===== src/rtl/core/tcw_pkg.sv =====
package tcw_pkg;

    // default screen geometry
    localparam int COLUMNS_DEF = 80;
    localparam int ROWS_DEF    = 25;

    // field widths
    localparam int FUNC_W   = 2;
    localparam int CODE_W   = 8;
    localparam int ATTR_W   = 8;
    localparam int COL_IN_W = 7;
    localparam int ROW_IN_W = 5;
    localparam int POS_W    = 11;
    localparam int CELL_W   = CODE_W + ATTR_W;

    // function codes
    localparam logic [FUNC_W-1:0] FUNC_PUT_CHAR = 2'd0;
    localparam logic [FUNC_W-1:0] FUNC_PUT_AT   = 2'd1;
    localparam logic [FUNC_W-1:0] FUNC_READ     = 2'd2;

    // character and attribute constants
    localparam logic [CODE_W-1:0] NEWLINE_CODE     = 8'h0A;
    localparam logic [CODE_W-1:0] SPACE_CODE       = 8'h20;
    localparam logic [CELL_W-1:0] BLANK_RESET      = 16'h0F20;
    localparam logic [ATTR_W-1:0] TEXT_COLOR_RESET = 8'h0F;

    // sequencer states
    typedef enum logic [2:0] {
        S_CLEAR,
        S_IDLE,
        S_EXEC,
        S_READ,
        S_COPY_RD,
        S_COPY_WR,
        S_FILL,
        S_DONE
    } tcw_state_t;

endpackage


===== src/rtl/core/tcw_if.sv =====
interface tcw_cmd_if;
    import tcw_pkg::*;

    logic                valid;
    logic                ready;
    logic [FUNC_W-1:0]   func;
    logic [CODE_W-1:0]   char_code;
    logic [ATTR_W-1:0]   cell_color;
    logic [COL_IN_W-1:0] column;
    logic [ROW_IN_W-1:0] row;

    modport source (
        output valid, func, char_code, cell_color, column, row,
        input  ready
    );

    modport sink (
        input  valid, func, char_code, cell_color, column, row,
        output ready
    );
endinterface

interface tcw_rsp_if;
    import tcw_pkg::*;

    logic                valid;
    logic                ready;
    logic [POS_W-1:0]    cursor_position;
    logic [ROW_IN_W-1:0] cursor_row;
    logic [COL_IN_W-1:0] cursor_col;
    logic [CELL_W-1:0]   cell_data;
    logic                scrolled;

    modport source (
        output valid, cursor_position, cursor_row, cursor_col, cell_data, scrolled,
        input  ready
    );

    modport sink (
        input  valid, cursor_position, cursor_row, cursor_col, cell_data, scrolled,
        output ready
    );
endinterface


===== src/rtl/core/tcw_seq.sv =====
module tcw_seq #(
    parameter int COLUMNS = tcw_pkg::COLUMNS_DEF,
    parameter int ROWS    = tcw_pkg::ROWS_DEF,
    parameter int ADDR_W  = $clog2(COLUMNS * ROWS)
) (
    input  logic                       clk,
    input  logic                       rst_n,
    input  logic                       cfg_wr_en,
    input  logic [tcw_pkg::ATTR_W-1:0] cfg_wr_data,
    tcw_cmd_if.sink                    cmd,
    tcw_rsp_if.source                  rsp,
    output logic                       mem_we,
    output logic [ADDR_W-1:0]          mem_waddr,
    output logic [tcw_pkg::CELL_W-1:0] mem_wdata,
    output logic [ADDR_W-1:0]          mem_raddr,
    input  logic [tcw_pkg::CELL_W-1:0] mem_rdata
);
    import tcw_pkg::*;

    localparam int CELLS  = COLUMNS * ROWS;
    localparam int COPY_N = COLUMNS * (ROWS - 1);
    localparam int COL_W  = $clog2(COLUMNS);
    localparam int ROW_W  = $clog2(ROWS);
    localparam int PW     = (ADDR_W > POS_W) ? ADDR_W : POS_W;
    localparam int RW     = (ROW_W > ROW_IN_W) ? ROW_W : ROW_IN_W;
    localparam int CW     = (COL_W > COL_IN_W) ? COL_W : COL_IN_W;

    localparam logic [ADDR_W-1:0] LAST_CELL = ADDR_W'(CELLS - 1);
    localparam logic [ADDR_W-1:0] LAST_COPY = ADDR_W'(COPY_N - 1);
    localparam logic [ADDR_W-1:0] ROW_START = ADDR_W'(COPY_N);
    localparam logic [ADDR_W-1:0] COL_STEP  = ADDR_W'(COLUMNS);
    localparam logic [COL_W-1:0]  LAST_COL  = COL_W'(COLUMNS - 1);
    localparam logic [ROW_W-1:0]  LAST_ROW  = ROW_W'(ROWS - 1);

    tcw_state_t state_reg, state_next;

    // item fields
    logic [FUNC_W-1:0]   func_reg;
    logic [CODE_W-1:0]   code_reg;
    logic [ATTR_W-1:0]   attr_reg;
    logic [COL_IN_W-1:0] col_in_reg;
    logic [ROW_IN_W-1:0] row_in_reg;

    // cursor and control state
    logic [ROW_W-1:0]  cur_row_reg, cur_row_next;
    logic [COL_W-1:0]  cur_col_reg, cur_col_next;
    logic [ADDR_W-1:0] cur_pos_reg, cur_pos_next;
    logic [ADDR_W-1:0] scan_reg, scan_next;
    logic [ATTR_W-1:0] text_color_reg;
    logic [CELL_W-1:0] cell_reg, cell_next;
    logic              scroll_reg, scroll_next;

    // result register
    logic                rsp_valid_reg, rsp_valid_next;
    logic [POS_W-1:0]    rsp_pos_reg;
    logic [ROW_IN_W-1:0] rsp_row_reg;
    logic [COL_IN_W-1:0] rsp_col_reg;
    logic [CELL_W-1:0]   rsp_cell_reg;
    logic                rsp_scroll_reg;

    logic              accept;
    logic              rsp_load;
    logic              in_range;
    logic              is_newline;
    logic              wrap;
    logic [ADDR_W-1:0] cell_addr;
    logic [ADDR_W-1:0] scan_inc;
    logic [ADDR_W-1:0] scan_src;
    logic [PW-1:0]     pos_ext;
    logic [RW-1:0]     row_ext;
    logic [CW-1:0]     col_ext;

    assign accept     = cmd.valid && cmd.ready;
    assign cmd.ready  = (state_reg == S_IDLE);
    assign rsp_load   = (state_reg == S_DONE) && (!rsp_valid_reg || rsp.ready);
    assign in_range   = (32'(col_in_reg) < COLUMNS) && (32'(row_in_reg) < ROWS);
    assign is_newline = (code_reg == NEWLINE_CODE);
    assign wrap       = is_newline || (cur_col_reg == LAST_COL);
    assign cell_addr  = ADDR_W'(32'(row_in_reg) * COLUMNS + 32'(col_in_reg));

    // shared scan unit: sweeps the store for clear, copy and fill
    assign scan_inc = scan_reg + ADDR_W'(1);
    assign scan_src = scan_reg + COL_STEP;

    // next state
    always_comb
    begin
        state_next = state_reg;
        unique case (state_reg)
            S_CLEAR:
            begin
                if (scan_reg == LAST_CELL)
                begin
                    state_next = S_IDLE;
                end
            end
            S_IDLE:
            begin
                if (accept)
                begin
                    state_next = S_EXEC;
                end
            end
            S_EXEC:
            begin
                priority if (func_reg == FUNC_READ)
                begin
                    state_next = S_READ;
                end
                else if (func_reg == FUNC_PUT_CHAR && wrap && cur_row_reg == LAST_ROW)
                begin
                    state_next = S_COPY_RD;
                end
                else
                begin
                    state_next = S_DONE;
                end
            end
            S_READ:    state_next = S_DONE;
            S_COPY_RD: state_next = S_COPY_WR;
            S_COPY_WR:
            begin
                state_next = (scan_reg == LAST_COPY) ? S_FILL : S_COPY_RD;
            end
            S_FILL:
            begin
                if (scan_reg == LAST_CELL)
                begin
                    state_next = S_DONE;
                end
            end
            S_DONE:
            begin
                if (rsp_load)
                begin
                    state_next = S_IDLE;
                end
            end
            default:   state_next = S_IDLE;
        endcase
    end

    // datapath and memory control
    always_comb
    begin
        mem_we         = 1'b0;
        mem_waddr      = scan_reg;
        mem_wdata      = BLANK_RESET;
        mem_raddr      = cell_addr;
        cur_row_next   = cur_row_reg;
        cur_col_next   = cur_col_reg;
        cur_pos_next   = cur_pos_reg;
        scan_next      = scan_reg;
        cell_next      = cell_reg;
        scroll_next    = scroll_reg;
        rsp_valid_next = rsp_valid_reg;

        if (rsp.valid && rsp.ready)
        begin
            rsp_valid_next = 1'b0;
        end

        unique case (state_reg)
            S_CLEAR:
            begin
                mem_we    = 1'b1;
                mem_wdata = BLANK_RESET;
                scan_next = (scan_reg == LAST_CELL) ? '0 : scan_inc;
            end
            S_EXEC:
            begin
                cell_next   = '0;
                scroll_next = 1'b0;
                unique case (func_reg)
                    FUNC_PUT_CHAR:
                    begin
                        mem_we    = !is_newline;
                        mem_waddr = cur_pos_reg;
                        mem_wdata = {text_color_reg, code_reg};
                        if (!wrap)
                        begin
                            cur_col_next = cur_col_reg + COL_W'(1);
                            cur_pos_next = cur_pos_reg + ADDR_W'(1);
                        end
                        else if (cur_row_reg == LAST_ROW)
                        begin
                            cur_col_next = '0;
                            cur_pos_next = ROW_START;
                            scroll_next  = 1'b1;
                            scan_next    = '0;
                        end
                        else
                        begin
                            cur_col_next = '0;
                            cur_row_next = cur_row_reg + ROW_W'(1);
                            cur_pos_next = cur_pos_reg - ADDR_W'(cur_col_reg) + COL_STEP;
                        end
                    end
                    FUNC_PUT_AT:
                    begin
                        mem_we    = in_range;
                        mem_waddr = cell_addr;
                        mem_wdata = {attr_reg, code_reg};
                    end
                    default:
                    begin
                        mem_raddr = cell_addr;
                    end
                endcase
            end
            S_READ:
            begin
                cell_next = in_range ? mem_rdata : '0;
            end
            S_COPY_RD:
            begin
                mem_raddr = scan_src;
            end
            S_COPY_WR:
            begin
                mem_we    = 1'b1;
                mem_waddr = scan_reg;
                mem_wdata = mem_rdata;
                scan_next = scan_inc;
            end
            S_FILL:
            begin
                mem_we    = 1'b1;
                mem_waddr = scan_reg;
                mem_wdata = {text_color_reg, SPACE_CODE};
                scan_next = scan_inc;
            end
            S_DONE:
            begin
                if (rsp_load)
                begin
                    rsp_valid_next = 1'b1;
                end
            end
            default:
            begin
                mem_we = 1'b0;
            end
        endcase
    end

    // cursor values masked to the result field widths
    assign pos_ext = PW'(cur_pos_reg);
    assign row_ext = RW'(cur_row_reg);
    assign col_ext = CW'(cur_col_reg);

    // control registers
    always_ff @(posedge clk or negedge rst_n)
    begin
        if (!rst_n)
        begin
            state_reg      <= S_CLEAR;
            cur_row_reg    <= '0;
            cur_col_reg    <= '0;
            cur_pos_reg    <= '0;
            scan_reg       <= '0;
            text_color_reg <= TEXT_COLOR_RESET;
            rsp_valid_reg  <= 1'b0;
        end
        else
        begin
            state_reg     <= state_next;
            cur_row_reg   <= cur_row_next;
            cur_col_reg   <= cur_col_next;
            cur_pos_reg   <= cur_pos_next;
            scan_reg      <= scan_next;
            rsp_valid_reg <= rsp_valid_next;
            if (cfg_wr_en)
            begin
                text_color_reg <= cfg_wr_data;
            end
        end
    end

    // item capture, per-item results and output register
    always_ff @(posedge clk)
    begin
        cell_reg   <= cell_next;
        scroll_reg <= scroll_next;
        if (accept)
        begin
            func_reg   <= cmd.func;
            code_reg   <= cmd.char_code;
            attr_reg   <= cmd.cell_color;
            col_in_reg <= cmd.column;
            row_in_reg <= cmd.row;
        end
        if (rsp_load)
        begin
            rsp_pos_reg    <= pos_ext[POS_W-1:0];
            rsp_row_reg    <= row_ext[ROW_IN_W-1:0];
            rsp_col_reg    <= col_ext[COL_IN_W-1:0];
            rsp_cell_reg   <= cell_reg;
            rsp_scroll_reg <= scroll_reg;
        end
    end

    assign rsp.valid           = rsp_valid_reg;
    assign rsp.cursor_position = rsp_pos_reg;
    assign rsp.cursor_row      = rsp_row_reg;
    assign rsp.cursor_col      = rsp_col_reg;
    assign rsp.cell_data       = rsp_cell_reg;
    assign rsp.scrolled        = rsp_scroll_reg;

endmodule


===== src/flat_wrapper.sv =====
// flat-port wrapper written by rule: the top's interface ports become plain ports
module tcw_seq_flat import tcw_pkg::*;
#(
    parameter int COLUMNS = tcw_pkg::COLUMNS_DEF,
    parameter int ROWS    = tcw_pkg::ROWS_DEF,
    parameter int ADDR_W  = $clog2(COLUMNS * ROWS)
)
  (clk, rst_n, cfg_wr_en, cfg_wr_data, mem_we, mem_waddr, mem_wdata, mem_raddr, mem_rdata, cmd_valid, cmd_func, cmd_char_code, cmd_cell_color, cmd_column, cmd_row, cmd_ready, rsp_valid, rsp_cursor_position, rsp_cursor_row, rsp_cursor_col, rsp_cell_data, rsp_scrolled, rsp_ready);
  tcw_cmd_if cmd_i ();
  tcw_rsp_if rsp_i ();
  input  logic clk;
  input  logic rst_n;
  input  logic cfg_wr_en;
  input  logic [tcw_pkg::ATTR_W-1:0] cfg_wr_data;
  output logic mem_we;
  output logic [ADDR_W-1:0] mem_waddr;
  output logic [tcw_pkg::CELL_W-1:0] mem_wdata;
  output logic [ADDR_W-1:0] mem_raddr;
  input  logic [tcw_pkg::CELL_W-1:0] mem_rdata;
  input wire logic [$bits(cmd_i.valid)-1:0] cmd_valid;
  input wire logic [$bits(cmd_i.func)-1:0] cmd_func;
  input wire logic [$bits(cmd_i.char_code)-1:0] cmd_char_code;
  input wire logic [$bits(cmd_i.cell_color)-1:0] cmd_cell_color;
  input wire logic [$bits(cmd_i.column)-1:0] cmd_column;
  input wire logic [$bits(cmd_i.row)-1:0] cmd_row;
  output wire logic [$bits(cmd_i.ready)-1:0] cmd_ready;
  output wire logic [$bits(rsp_i.valid)-1:0] rsp_valid;
  output wire logic [$bits(rsp_i.cursor_position)-1:0] rsp_cursor_position;
  output wire logic [$bits(rsp_i.cursor_row)-1:0] rsp_cursor_row;
  output wire logic [$bits(rsp_i.cursor_col)-1:0] rsp_cursor_col;
  output wire logic [$bits(rsp_i.cell_data)-1:0] rsp_cell_data;
  output wire logic [$bits(rsp_i.scrolled)-1:0] rsp_scrolled;
  input wire logic [$bits(rsp_i.ready)-1:0] rsp_ready;
  assign cmd_i.valid = cmd_valid;
  assign cmd_i.func = cmd_func;
  assign cmd_i.char_code = cmd_char_code;
  assign cmd_i.cell_color = cmd_cell_color;
  assign cmd_i.column = cmd_column;
  assign cmd_i.row = cmd_row;
  assign cmd_ready = cmd_i.ready;
  assign rsp_valid = rsp_i.valid;
  assign rsp_cursor_position = rsp_i.cursor_position;
  assign rsp_cursor_row = rsp_i.cursor_row;
  assign rsp_cursor_col = rsp_i.cursor_col;
  assign rsp_cell_data = rsp_i.cell_data;
  assign rsp_scrolled = rsp_i.scrolled;
  assign rsp_i.ready = rsp_ready;
  tcw_seq #(.COLUMNS(COLUMNS), .ROWS(ROWS), .ADDR_W(ADDR_W)) u_core (.clk(clk), .rst_n(rst_n), .cfg_wr_en(cfg_wr_en), .cfg_wr_data(cfg_wr_data), .cmd(cmd_i), .rsp(rsp_i), .mem_we(mem_we), .mem_waddr(mem_waddr), .mem_wdata(mem_wdata), .mem_raddr(mem_raddr), .mem_rdata(mem_rdata));
endmodule

===== config.mk =====
export PLATFORM = sky130hd
export DESIGN_NAME = tcw_seq_flat
export DESIGN_NICKNAME = d
export VERILOG_FILES = /design/src/rtl/core/tcw_pkg.sv /design/src/rtl/core/tcw_if.sv /design/src/rtl/core/tcw_seq.sv /design/src/flat_wrapper.sv
export SDC_FILE = /design/constraint.sdc
export NUM_CORES = 1
export LEC_CHECK = 0
export BUFFER_PORTS_ARGS = -buffer_cell sky130_fd_sc_hd__buf_2
export CAP_MARGIN = 40
export CORE_MARGIN = 4
export CORE_UTILIZATION = 25
export CTS_CLUSTER_DIAMETER = 200
export DETAILED_ROUTE_END_ITERATION = 10
export PLACE_DENSITY_LB_ADDON = 0.1
export REMOVE_ABC_BUFFERS = 1
export SLEW_MARGIN = 20
export SYNTH_ARGS = -nofsm -noshare
export SYNTH_HDL_FRONTEND = slang
export SYNTH_SLANG_ARGS = --single-unit

===== constraint.sdc =====
create_clock -name clk -period 3.8 [get_ports clk]
set_input_delay 0.76 -clock clk [delete_from_list [all_inputs] [get_ports clk]]
set_output_delay 0.76 -clock clk [all_outputs]
set_load 0.03 [all_outputs]

==> impl_results.md <==
* Row count at 60
* CP required at 3.04 ns
* Final WL at 20000 um
* Fin. max-slew vios at 0
* Router iterations before antenna repair at 7
* Die X at 173 um
* Synthesized instance count at 606
* Yosys top cell area share at 0.383
* CTS hold repair buffers at 0
* Final core occ at 0.320
* Pwr Density at 706 nW/um^2
* Longest Clk Path Bufs at 2
* Hold Path Class: in -> async
* Initial core utilization at 0.254
* Inst Count DP at 1076
* Most common cell after layout, fill and taps aside: buf_2
* Tcrit/Tclk final at 0.954
* Crit path max fanout at 2
* Max-slew headroom at 0.489
* Critical R2R Capture: u_core.cur_pos_reg[6]
* Slew @ Worst Pin at 0.764 ns
* H-tree Lvls at 4
* # setup viols final at 0
* Drt initial violations at 304
* CTS root buf: clkbuf_16
* Critical Path End: mem_waddr[10]
* Number of remaining DRC errors at 0
* Mapped Avg Cell Area at 11.3 sq um
* Sequential Power Share at 0.351
* R2R Setup Slk at 1.00 ns
* Overall Global Routing Usage at 0.134
* Die ar. at 30000 sq um
* Routability cong. at 0.826
* Internal power at 3.64 mW
* Highest clock rate at 276 MHz
* Clock power share at 0.270
* CP endpoint kind: primary output
* Die Ht at 173 um
* Layout cells sized above 1 at 0.292
* Post-synth cell types at 62
* Largest net degree at the start of global routing at 28
* Synthesized flop and latch total at 133
* Grt ovf at 0
* Yosys top cell by area: edfxtp_1
* Worst-path clk slew at 0.06 ns
* Number of flops mapped to enable cells by yosys at 87
* TritonCTS clock tree: done
* Worst-skew pair later-pin latency at 0.42 ns
* RSZ-0062 raised after global routing: true
* DR vias at 5328
* Area delta synth->final at 26.2%
* Seq/Total Area, Yosys at 0.552
* Final setup skew at 0.0149 ns
* Number of global-route vias before repair at 5560
* Predominant post-synthesis flop cell: edfxtp_1
* Nets@finish at 853
* Crit path launch type: flop
* Final hold viol count at 0
* Routed WL per cell at 18.0 um
* Sw power at 2.44 mW
* Crit path from: u_core.row_in_reg[1]
* Synth warnings at 0
* WS Path Type: reg -> out
* DPL Wire Length at 15100 um
* FFs w/ async S/R, synth at 0.346
* FF-to-FF Start: u_core.cur_pos_reg[4]
* Reg2Reg Depth at 10
* Outcome: finished clean
* Max-cap violations at 0
* TritonCTS buffer count at 17
* Peak supply drop at 0.272 mV
* Static leakage at 3.60 nW
* Period minus WS final at 3.62 ns
* Most frequent cells in the layout: buf_2 (138), edfxtp_1 (87), nand2_1 (54), o21ai_0 (49), dfrtp_1 (42)
* Sw Share at 0.401
* Routed Antenna Nets at 0
* Final Power at 6.08 mW
* Core footprint at 26900 sq um
* Port bufs at 139
* First-pass GRT wire length at 31500 um
* Clk sinks at 133
* Comb pwr share at 0.379
* Post-Layout Cell Count at 1112
* Initial antenna violation count at 1
* Via density per instance at 4.79
* Synth area leaders: edfxtp_1 (38%), dfrtp_1 (15%), ha_1 (6.2%)
* Ports at 140
* Worst hold margin at 0.401 ns
* CP arrival at 2.86 ns
* Netlist Area Pre-Place at 6820 sq um
-- power groups by stage --
stage                     sequential [mW]  combinational (mW)  clock, mW
final                                2.13                2.31       1.64
after global routing                 2.17                2.51       1.76
after detailed placement             2.17                2.31          0
after global placement               2.16                2.27          0
after CTS                            2.13                2.33       1.69
after floorplan                      2.32                1.32          0
-- through the flow --
step | TNS (ns) | area (sq um) | setup slack [ns]
6_report | 0 | 8610 | 0.176
5_1_grt | -0.000127 | 8610 | -0.000127
4_1_cts | 0 | 8590 | 0.0207
3_5_place_dp | 0 | 7990 | 0.400
3_3_place_gp | 0 | 7970 | 0.464
2_1_floorplan | 0 | 6700 | 0.276
-- kinds of logic (layout without fill, tap and decap cells) --
logic type,Yosys count,in the layout,synth area share
adders and majority gates,37,37,0.0711
DFF,133,133,0.552
and+or+nand+nor,177,177,0.130
other,0,1,0
muxes,24,24,0.0378
buffers and inverters,65,229,0.0381
AOI/OAI and AO/OA,147,147,0.141
xor gates and xnor gates,23,23,0.0295
-- worst min path at each step --
stage                              startpoint  slack, ns  cells after the start                       end
final                                   rst_n       0.40                      1  u_core.text_color_reg[7]
after floorplan            u_core.cell_reg[0]       0.40                      0   u_core.rsp.cell_data[0]
after global placement     u_core.cell_reg[2]       0.40                      0   u_core.rsp.cell_data[2]
after detailed placement   u_core.cell_reg[3]       0.41                      0   u_core.rsp.cell_data[3]
after CTS                               rst_n       0.42                      1  u_core.text_color_reg[4]
after global routing      u_core.cell_reg[12]       0.42                      0  u_core.rsp.cell_data[12]
-- critical path: stages, from the launching register on --
cell	delay [ns]
edfxtp_1	0.41
ha_1	0.30
ha_2	0.18
inv_2	0.04
fa_2	0.37
xnor2_2	0.18
o2111ai_1	0.15
xnor2_1	0.22
xnor2_1	0.17
mux2i_1	0.10
o21ai_1	0.14
buf_4	0.18
-- layout make-up --
type                            count  area (sq um)
Fill cell                        2767         18300
Sequential cell                   133          3770
Multi-Input combinational cell    408          2830
Timing Repair Buffer              161           867
Clock buffer                       18           429
Tap cell                          341           427
Clock inverter                     14           153
Inverter                           36           135
Antenna cell                        1          2.50
-- metal layers --
metal  GRT usage  vias to the layer above  routed length, um
met5           0                        -                  0
met4      0.0502                        0                483
met3      0.0253                       30                779
met2       0.219                      153               9410
met1       0.177                     2609               9320
li1            -                     2536                  -
-- synthesized netlist by cell type, types with 14 or more instances --
| cell type | instances |
|---|---|
| dfrtp_1 | 42 |
| ha_1 | 34 |
| nor3_1 | 14 |
| and2_1 | 22 |
| nor2_1 | 35 |
| a21oi_1 | 24 |
| nand2_1 | 54 |
| clkbuf_1 | 20 |
| o21ai_0 | 50 |
| edfxtp_1 | 87 |
| mux2_2 | 14 |
| inv_1 | 36 |
| xnor2_1 | 14 |
-- repair_timing --
action / in CTS / in global routing
buffers inserted: 1 / 1
endpoints found under the setup margin: 1 / 2
pin swaps: 1 / 7
resized for setup: 2 / 5
(Power assumes the default switching activity.)
